**config.mk**
```make
export PLATFORM = sky130hd
export DESIGN_NAME = vat_dly
export DESIGN_NICKNAME = d
export VERILOG_FILES = /design/src/hw/rtl/vat_dly.sv
export SDC_FILE = /design/constraint.sdc
export NUM_CORES = 1
export LEC_CHECK = 0
export BUFFER_PORTS_ARGS = -buffer_cell sky130_fd_sc_hd__buf_2
export CAP_MARGIN = 20
export CORE_MARGIN = 2
export CORE_UTILIZATION = 32
export DETAILED_ROUTE_END_ITERATION = 8
export HOLD_SLACK_MARGIN = 0.08
export PLACE_DENSITY_LB_ADDON = 0.25
export SYNTH_ARGS = -nofsm -noshare
export SYNTH_HDL_FRONTEND = slang
export SYNTH_SLANG_ARGS = --single-unit
```
**constraint.sdc**
```tcl
create_clock -name clk -period 0.8 [get_ports clk]
set_clock_uncertainty 0.1 [all_clocks]
set_input_delay 0.08 -clock clk [delete_from_list [all_inputs] [get_ports clk]]
set_output_delay 0.08 -clock clk [all_outputs]
set_load 0.02 [all_outputs]
```
**src/hw/rtl/vat_dly.sv**
```systemverilog
// Fixed-length register delay line for payload alignment.
// Depends on nothing.
module vat_dly #(
  parameter int W = 32,
  parameter int D = 1
) (
  input  logic         clk,
  input  logic [W-1:0] din,
  output logic [W-1:0] dout
);

  logic [W-1:0] tap_r [D];

  always_ff @(posedge clk) begin
    tap_r[0] <= din;
    for (int i = 1; i < D; i++) begin
      tap_r[i] <= tap_r[i-1];
    end
  end

  assign dout = tap_r[D-1];

endmodule

```
== After elaboration in Yosys (flattened, before gate mapping) ==
Memories as Yosys holds them, arrays and structs flattened.
Cells that the tools add are included.
Word-level totals
  latch bits: 0
  memory bits (writable): 32
  register bits: 0
  output and inout port bits: 32
  input bits: 33
  word-level logic and storage cells: 1
  memories kept: 1
  ROM bits: 0
Memory list
  tap_r: depth 1, width 32, read ports 1, clocked after memory_dff 0, wr ports 1, line 12  | logic [W-1:0] tap_r [D];
Operators by class
  muxes and demuxes: 0
  equal/unequal tests: 0
  add/subtract/negate cells: 0
  reductions and logical operators: 0
  bitwise gates (word level): 0
  div/mod/pow operators: 0
  multipliers: 0
  magnitude comparators: 0
  shifts and indexed selects: 0

== Longest topological paths before layout ==
  depth after elaboration: 0
  gate-level depth with buffers: 0
  mapped depth without buffers: 0

== Worst setup path after synthesis ==
No wires, ideal clock.
  kind: register to output
  start point: memory tap_r[0][0]
  end point: output port dout[0]
  path buffers: 0
  cell stages (with the launch flop): 1
  path slack: 0.225 ns
  data arrival time: 0.395 ns
  required time: 0.620 ns
  cells stage by stage: dfxtp_1
RTL lines
  start, declared: line 12
  end, declared: line 9  | output logic [W-1:0] dout

==> out/qor.csv <==
stage,metric,value,unit
floorplanning,fp.coreArea,1920,sq um
floorplanning,die_footprint,2380,sq um
critical_path,critical_path.endpoint_type,output pin,
global_routing,global_route.usage.met1,14.3,%
run_status,violated_checks,negative setup slack,
detailed_routing,drt_pre_antenna_iters,2,
synth,ys_types,1,
floorplanning,chip_height,48.7,um
place,io_buffers,64,
global_routing,global_route.usage.met3,11.4,%
global_routing,gr-max-usage-layer,met2,
timing,timing.final.max_slew_violations,0,
final_layout,final_nets,168,
clock_tree,buffer_depth_of_the_longest_clock_path,2,
power,power.ir.vdd_worst,0.00150,V
synth,syn_area_per_cell,20.0,sq um
power,power_frac_clock,24.9,%
global_routing,grt_start_max_net_pins,9,
detailed_routing,wirelength,1.93,mm
hold_path,min-delay-path-class,input port to flop,
power,power,2.96,mW
final_layout,final_core_utilization,82.9,%
global_routing,global_route.usage.total,18.1,%
floorplanning,floorplan.die.width,48.7,um
clock_tree,cts_setup_buffers,0,
timing,number_of_hold_violations_in_the_final_report,0,
timing,slew_headroom,94.4,%
floorplanning,initial_core_util,33.3,%
critical_path,critPathBufInv,1,
power,power.share.switching,22.5,%
critical_path,cp-start-kind,flop,
clock_tree,tritoncts,done,
final_layout,drive_gt1_share,75.9,%
timing,final.period_utilization,118,%
final_layout,regMostFlops,tap_r,
synth,post_synth_inst_count,32,
critical_path,max_stage_delay,0.33,ns
clock_tree,ctsRootBufferMaster,sky130_fd_sc_hd__clkbuf_4,
final_layout,reg.largest.list,tap_r x32,
detailed_routing,routedWlPerCell,12.1,um
clock_tree,clk_transition_reported_paths,0.08,ns
global_routing,grt_pass1_wl,2.95,mm
timing,worst_slack,-0.144,ns
power,power-per-cell-area,1860,nW/um^2
run,maxCapViolations,0,
detailed_routing,final_antenna_net_count,0,
detailed_routing,vias,615,
synth,synth_warnings,0,
detailed_routing,drtIter0Drc,5,
final_layout,finalInstanceArea,1590,sq um
synth,cell_area_after_technology_mapping,641,sq um
critical_path,required,0.62,ns
power,sequentialPowerShare,58.6,%
synth,synth-seq-area-share,100,%
final_layout,multi_input_comb_area,0,sq um
detailed_routing,remaining_drc_errors,0,
power,p_int,2.30,mW
critical_path,critical-path-top-delay-family,flip-flops,
global_routing,grt_antenna_before_repair,0,
run_status,status,finished with violations,
timing,achievable-frequency,1060,MHz
detailed_routing,vias_per_cell,3.84,
power,power.leakage,0.746,nW
timing,final.min_clock_period,0.944,ns
critical_path,crit_path_top_delay_cell,sky130_fd_sc_hd__dfxtp_2,
clock_tree,htree_num_levels,2,
final_layout,largest_reg_flops,32,
final_layout,nMultiInputCombCells,0,
place,placedCellCount,123,
timing,worst_margin_pin_slew,0.0847,ns
critical_path,crit_chain,buf_6,
global_routing,gr-usage-met2,32.9,%
place,place_congestion,0.560,
synth,synth_seq_cells,32,
global_routing,grt_overflow,0,
timing,grt_setup_unrepaired,true,
clock_tree,cts_buffers,5,
timing,setup_viol,32,
power,total_switching_power,666,uW
place,post-place-ws,0.165,ns
critical_path,crit_arrival,0.76,ns
clock_tree,clock_sinks,32,
global_routing,first_global_vias,645,
place,place_area,995,sq um
final_layout,synthToLayoutAreaGrowth,149,%
power,combinationalPowerShare,16.5,%
synth,synth.net_count,65,
floorplanning,io_pins,65,
critical_path,worst-path-max-fanout,1,
final_layout,num_antenna_cells,0,
place,dp_hpwl,914,um
critical_path,timing.setup.critical_path_class,flop to output pin,
final_layout,layoutNonFillerInstCount,160,
floorplanning,rows,16,
-- path summary, 6_finish.rpt --
| kind | startpoint | endpoint | slack, ns | cells past startpoint |
|---|---|---|---|---|
| worst min-delay path | din[31] | tap_r[0][31] | 0.30 | 2 |
| worst max-delay path | tap_r[0][14] | dout[14] | -0.14 | 1 |
-- per-layer routing --
layer  routed length (um)  vias up
met3                  172        5
met1                  624      273
met5                    0        -
li1                     -      299
met4                   29        0
met2                 1110       38
-- per-stage QoR --
stage	TNS, ns	hold slack [ns]
2_1_floorplan	0	0.00772
3_3_place_gp	0	0.0825
3_5_place_dp	0	0.0836
4_1_cts	-4.61	0.284
5_1_grt	-5.62	0.274
6_report	-4.28	0.300
-- area by class of cell --
type | instances | area (sq um)
Clock buffer | 5 | 37.5
Sequential cell | 32 | 681
Tap cell | 27 | 33.8
Timing Repair Buffer | 96 | 841
Fill cell | 117 | 329
-- synthesized netlist by cell type --
| cell | n | area share [%] |
|---|---|---|
| sky130_fd_sc_hd__dfxtp_1 | 32 | 100 |
-- placed cells by master, fill, tap and decap left out --
master                          Yosys  layout
sky130_fd_sc_hd__buf_6              0      32
sky130_fd_sc_hd__dfxtp_2            0      32
sky130_fd_sc_hd__clkbuf_4           0       5
sky130_fd_sc_hd__dlygate4sd3_1      0      32
sky130_fd_sc_hd__buf_2              0      32
-- timing repair --
action / in CTS / in global routing
hold buffers: 32 / 0
gates resized for setup: 96 / 0
endpoints found under the hold margin: 32 / 0
endpoints found under the setup margin: 32 / 32
-- power by group through the flow --
stage	combinational, mW	clock (mW)	sequential (mW)
3_5_place_dp	0.266	0	1.73
6_report	0.489	0.739	1.74
3_3_place_gp	0.262	0	1.73
2_1_floorplan	0	0	1.85
4_1_cts	0.483	0.761	1.73
5_1_grt	0.513	0.841	1.74
-- kinds of logic after synthesis --
group	share of synthesized area, %
DFF	100
No activity file was read; power rests on OpenSTA's default activity.
