===== config.mk =====
export PLATFORM = sky130hd
export DESIGN_NAME = vat_isqrt
export DESIGN_NICKNAME = d
export VERILOG_FILES = /design/src/hw/rtl/vat_pkg.sv /design/src/hw/rtl/vat_isqrt.sv
export SDC_FILE = /design/constraint.sdc
export NUM_CORES = 2
export LEC_CHECK = 0
export BUFFER_PORTS_ARGS = -buffer_cell sky130_fd_sc_hd__buf_4
export CAP_MARGIN = 20
export CORE_MARGIN = 2
export CORE_UTILIZATION = 57
export DETAILED_ROUTE_END_ITERATION = 8
export PLACE_DENSITY_LB_ADDON = 0.05
export SETUP_SLACK_MARGIN = 0.02
export SLEW_MARGIN = 25
export SYNTH_ARGS = -nofsm -noshare
export SYNTH_HDL_FRONTEND = slang
export SYNTH_SLANG_ARGS = --single-unit

===== constraint.sdc =====
create_clock -name clk -period 3.5 [get_ports clk]
set_clock_uncertainty 0.2 [all_clocks]
set_input_delay 0.35 -clock clk [delete_from_list [all_inputs] [get_ports clk]]
set_output_delay 0.35 -clock clk [all_outputs]
set_load 0.05 [all_outputs]

===== src/hw/rtl/vat_pkg.sv =====
// Package for the vertex affine transform block.
// Holds register indexes, reset values and pipeline depths; no dependencies.
package vat_pkg;

  localparam int NUM_REGS   = 6;
  localparam int CFG_IDX_W  = 3;
  localparam int Q_ONE      = 65536;

  // Configuration register indexes.
  localparam logic [CFG_IDX_W-1:0] REG_R0_AB = 3'd0;
  localparam logic [CFG_IDX_W-1:0] REG_R0_CT = 3'd1;
  localparam logic [CFG_IDX_W-1:0] REG_R1_AB = 3'd2;
  localparam logic [CFG_IDX_W-1:0] REG_R1_CT = 3'd3;
  localparam logic [CFG_IDX_W-1:0] REG_R2_AB = 3'd4;
  localparam logic [CFG_IDX_W-1:0] REG_R2_CT = 3'd5;

  // Reset matrix is the identity.
  localparam logic [63:0] RST_R0_AB = 64'h0001_0000_0000_0000;
  localparam logic [63:0] RST_R0_CT = 64'h0000_0000_0000_0000;
  localparam logic [63:0] RST_R1_AB = 64'h0000_0000_0001_0000;
  localparam logic [63:0] RST_R1_CT = 64'h0000_0000_0000_0000;
  localparam logic [63:0] RST_R2_AB = 64'h0000_0000_0000_0000;
  localparam logic [63:0] RST_R2_CT = 64'h0001_0000_0000_0000;

  // Pipeline depths.
  localparam int ROW_STAGES  = 3;
  localparam int SQRT_STEPS  = 32;
  localparam int DIV_STEPS   = 17;
  localparam int DIV_W       = 50;

endpackage


===== src/hw/rtl/vat_isqrt.sv =====
// Pipelined integer square root of a 64-bit value, one result bit per stage.
// Uses vat_pkg for the stage count.
module vat_isqrt import vat_pkg::*; (
  input  logic        clk,
  input  logic [63:0] s_in,
  output logic [31:0] root
);

  logic [63:0] s_r   [SQRT_STEPS];
  logic [63:0] res_r [SQRT_STEPS];

  for (genvar i = 0; i < SQRT_STEPS; i++) begin : g_step
    logic [63:0] s_w, res_w, bit_w, trial_w;
    logic [63:0] s_nxt, res_nxt;

    if (i == 0) begin : g_first
      assign s_w   = s_in;
      assign res_w = '0;
    end else begin : g_rest
      assign s_w   = s_r[i-1];
      assign res_w = res_r[i-1];
    end

    always_comb begin
      bit_w   = 64'(1) << (62 - 2 * i);
      trial_w = res_w + bit_w;
      if (s_w >= trial_w) begin
        s_nxt   = s_w - trial_w;
        res_nxt = (res_w >> 1) + bit_w;
      end else begin
        s_nxt   = s_w;
        res_nxt = res_w >> 1;
      end
    end

    always_ff @(posedge clk) begin
      s_r[i]   <= s_nxt;
      res_r[i] <= res_nxt;
    end
  end

  assign root = res_r[SQRT_STEPS-1][31:0];

endmodule


# After elaboration in Yosys (flattened, before gate mapping)
# Memories as Yosys holds them, arrays and structs flattened.
# Index checks and enable logic that the tools add are counted.
word_totals:
  word_cells: 192
  n_memories: 2
  latchBits: 0
  register_bits: 0
  mem_bits_rw: 4096
  rom_bits: 0
mem_list:
  columns: ["memory", "words", "width", "read_ports", "rd_ports_with_merged_regs", "wr", "line", "text"]
  rows:
  - ["res_r", 32, 64, 32, 0, 32, "vat_isqrt.sv:10", "logic [63:0] res_r [SQRT_STEPS];"]
  - ["s_r", 32, 64, 31, 0, 32, "vat_isqrt.sv:9", "logic [63:0] s_r [SQRT_STEPS];"]
classes:
  order_cmp: 32
  reduce_logical: 0
  eq_ne: 0
  multipliers: 0
  add_sub_neg: 94
  n_shift: 0
  n_bitwise: 0
  div_mod_pow: 0
  mux: 64
op_table:
  columns: ["cell", "n"]
  rows:
  - ["$mux W64", 63]
  - ["$ge A64 B64 Y1", 31]
  - ["$sub A64 B64 Y64", 31]
  - ["$add A63 B1 Y64 const B", 1]
  - ["$add A63 B11 Y64 const B", 1]
  - ["$add A63 B13 Y64 const B", 1]
  - ["$add A63 B15 Y64 const B", 1]
  - ["$add A63 B17 Y64 const B", 1]
  - ["$add A63 B19 Y64 const B", 1]
  - ["$add A63 B21 Y64 const B", 1]
  - ["$add A63 B23 Y64 const B", 1]
  - ["$add A63 B25 Y64 const B", 1]
  - ["$add A63 B27 Y64 const B", 1]
  - ["$add A63 B29 Y64 const B", 1]
  - ["$add A63 B3 Y64 const B", 1]
  - ["$add A63 B31 Y64 const B", 1]
  - ["$add A63 B33 Y64 const B", 1]
  - ["$add A63 B35 Y64 const B", 1]
  - ["$add A63 B37 Y64 const B", 1]
  - ["$add A63 B39 Y64 const B", 1]
  - ["$add A63 B41 Y64 const B", 1]
  - ["$add A63 B43 Y64 const B", 1]
  - ["$add A63 B45 Y64 const B", 1]
  - ["$add A63 B47 Y64 const B", 1]
  - ["other kinds (44)", 44]

# Depth between registers and ports, before layout
# An unclocked memory read counts as a cell.
depth:
  depth_word: 4
  depth_mapped: 15

# Least setup slack after synthesis
# No wires, ideal clock.
synth_path:
  kind: "register to register"
  startpoint: "mem res_r[24][14]"
  endpoint: "mem s_r[25][16] (netlist: s_r[1][592])"
  slack_ns: -0.001
  required_ns: 3.179
  synth_period_minus_slack_ns: 3.501
  t_arrival_ns: 3.180
  path_stages_with_launch: 12
  setup_time_ns: 0.121
  path_buffers: 2
  cell_sequence: "dfxtp_1 > inv_1 > ha_1 > nor2b_1 > o31a_1 > o41a_1 > o311ai_1 > a211oi_1 > nor3_1 > clkbuf_1 > buf_1 > mux2_2"
synth_lines:
  columns: ["item", "line"]
  rows:
  - ["start, declared", "vat_isqrt.sv:10"]
  - ["end, declared", "vat_isqrt.sv:9"]

==> metrics.md <==
| Metric | Value |
|---|---|
| First-pass GRT wire length | 379000 um |
| Syn_nets | 10.3k |
| CP cell instances | or4_4 > or4b_4 > or3_4 > nor3_4 > nor4b_4 > buf_4 > a41oi_2 > buf_4 > nand3b_1 > buf_6 > nor4_1 > xor2_1 |
| Hold Path Class | flop to flop |
| Pin count of the biggest net entering global routing | 55 |
| Vias per cell | 5.54 |
| Grt total ovfl | 0 |
| Critical Path Max Stage Delay | 550 ps |
| Final setup violation count | 0 |
| Mapped Cells | 9652 |
| Leakage | 52.3 nW |
| Clock buffer count from CTS | 237 |
| WL met1 | 109000 um |
| Die span in y | 413 um |
| CTS tree | built |
| Worst Hold Path EP | res_r[30][9] |
| Share of cells above drive strength 1 | 0.134 |
| Clock Latency Late Sink | 880 ps |
| R2r worst-path depth | 12 |
| Synthesized flop and latch total | 2512 |
| Synth top area share | 0.526 |
| First-pass DRT Iterations | 6 |
| Prevailing post-synth register cell | dfxtp_1 |
| Synthesis Warnings | 0 |
| Top Layer Used | met5 |
| Synthesized area per cell | 9.90 um^2 |
| PortBufs | 96 |
| RSZ-0062 raised after global routing | true |
| Status | finished, final reports clean |
| Hold Crit Depth | 0 |
| Via count | 71.3k |
| Synthesized cell area | 95500 um^2 |
| Met3 WL | 10900 um |
| Commonest non-fill, non-tap cell in the layout | dfxtp_1 |
| Routed length per instance | 18.9 um |
| Vias in the first global route | 70.3k |
| Initial core utilization | 0.573 |
| Core Region | 167000 um^2 |
| Worst-path clk slew | 70 ps |
| Die Area | 171000 um^2 |
| Area after DPL | 102000 um^2 |
| Register area | 50300 um^2 |
| MaxCap Viol Count | 0 |
| Slew Limit Fails | 0 |
| CP Class | flop to flop |
| Iteration-0 DRC Markers | 4977 |
| Number of synthesized flops with an enable pin | 0 |
| H-tree depth | 4 |
| CTS root buffer | clkbuf_16 |
| Site Rows | 150 |
| Slew @ Worst Pin | 964 ps |
| CP max FO | 6 |
| Met2 wire len | 117000 um |
| Nets | 11.1k |
| Routed WL | 243000 um |
| Flop2flop setup slack | 1 ps |
| Worst EP required | 4010 ps |
| Maximum clock path buffer count | 3 |
| Crit path launch type | flop |
| Fin area | 114000 um^2 |
| Fin util | 0.684 |
| Hold path startpoint | res_r[29][10] |
| Power, Total | 0.0938 W |
| Antenna-violating nets left | 0 |
| DP HPWL | 183000 um |
| Crit. End Element | flop |
| All-Layer GR Usage | 0.277 |
| Most frequent cells in the layout | dfxtp_1, inv_1, nand2_1 |
| Synth area leader | dfxtp_1 |
| Peak VDD IR | 0.694 mV |
| Sequential area share after synthesis | 0.526 |
| Most frequent CP cell | buf_4 |
| Minimum clock period | 3500 ps |
| Final Hold Violating Endpoints | 0 |
| Ranking of synthesized cells by area | dfxtp_1, ha_1, xnor2_1 |
| Area Overhead vs Synth | 19.5% |
| Data arrival time of the worst path | 4000 ps |
| # IOs | 97 |
| DRC violations left | 0 |
| Initial antenna violation count | 9 |
| Chip Width | 413 um |
| GP Congestion | 0.931 |
| CTS sink count | 2512 |
| Fill count | 12.9k |
| Multi-input combinational cell area | 43200 um^2 |
| Yosys cell types | 90 |
| R2R Path Start | s_r[1][756] |
| FFs w/ async S/R, synth | 0 |
| Reg2reg end | s_r[1][825] |
| CP max stage cell | or4_4 |
| Worst slew margin | 0.349 |
| Pwr dens | 822 nW/um^2 |
| Fmax | 0.286 GHz |
| Tcrit/Tclk final | 1.00 |
## layer usage
| layer | vias up | global-route usage |
|---|---|---|
| met2 | 1675 | 0.475 |
| met1 | 33900 | 0.364 |
| li1 | 35300 | - |
| met3 | 427 | 0.0374 |
| met5 | - | 0 |
| met4 | 4 | 0.0804 |
## worst max-delay path: cells and delay by family (launching register included)
family                 cells  cell delay (ps)
buffers and inverters      3              510
AND/OR/NAND/NOR            7             2070
XOR/XNOR                   1              160
AO/OA/AOI/OAI              1              120
flip-flops                 1              320
## cell type report
type	count	share of cell area
sequential	2512	0.441
multi-input combinational	6225	0.378
clock buffer	305	0.0575
timing repair buffer	764	0.0554
tap	2204	0.0242
inverter	720	0.0237
clock inverter	141	0.0205
antenna	3	0.0000657
## through the flow
| stage | setup TNS [ps] | hold WS (ps) | std cells | setup slack [ps] |
|---|---|---|---|---|
| 2_1_floorplan | 0 | 122 | 9652 | 102 |
| 3_3_place_gp | -791 | 132 | 12200 | -172 |
| 3_5_place_dp | -2070 | 131 | 12200 | -212 |
| 4_1_cts | 0 | 42.9 | 12800 | 13.9 |
| 5_1_grt | -992 | 96.7 | 12900 | -122 |
| 6_report | 0 | 87.8 | 12900 | 1.38 |
## cell families after synthesis
kind of cell / Yosys count / synth area share
AO/OA/AOI/OAI: 1833 / 0.118
AND/OR/NAND/NOR: 2872 / 0.155
adder cells (fa/ha/maj): 558 / 0.0731
multiplexers: 86 / 0.00995
buffers and inverters: 915 / 0.0366
XOR/XNOR: 876 / 0.0803
flip-flops: 2512 / 0.526
## sequential cells by signal (all words and copies together), names as in the netlist
signal  count
res_r     528
s_r      1984
## how the worst max path moves through the flow
stage             startpoint          end  slack, ps  cells past startpoint
4_1_cts        res_r[24][15]  s_r[1][621]         10                     14
5_1_grt          s_r[1][756]  s_r[1][825]       -120                     12
3_3_place_gp   res_r[25][13]  s_r[1][692]       -170                     13
6_report         s_r[1][756]  s_r[1][825]          1                     12
2_1_floorplan  res_r[22][18]  s_r[1][510]        100                     11
3_5_place_dp   res_r[25][13]  s_r[1][692]       -210                     13
## power by group
| part | internal (W) | total (W) | switching (W) | leakage, nW |
|---|---|---|---|---|
| clock | 0.0169 | 0.0283 | 0.0114 | 4.30 |
| sequential | 0.0351 | 0.0409 | 0.00576 | 21.0 |
| combinational | 0.0114 | 0.0246 | 0.0132 | 26.9 |
## cells in the mapped netlist (all sizes together) (11+ instances only)
master   count
a2111oi     11
or2         38
a21o       217
a311oi      14
o21bai      53
and3        46
dfxtp     2512
o21ai      464
nor4       360
a31o        14
nor3       256
nor3b       23
mux2i       14
ha         558
o21a       106
xor2       371
nand2      632
buf         43
nand4      167
o41ai       15
nand2b      94
nand4b      40
or3        115
xnor2      505
o31a        16
inv        720
a21oi      603
mux2        72
a211oi      48
a211o       22
nor2       632
o31ai       45
a31oi       49
o211ai      38
nand3      175
and2        30
or4         69
o2111ai     15
nor4b       47
clkbuf     152
nand3b      43
a21boi      21
nor2b       66
and4        14
## what timing repair did
item,CTS,global route
hold endpoints to repair,65,0
gates resized for setup,51,243
gates cloned,2,5
setup endpoints to repair,97,444
pin swaps,18,81
hold buffers,128,0
setup buffers,8,38
(Power assumes the default switching activity.)
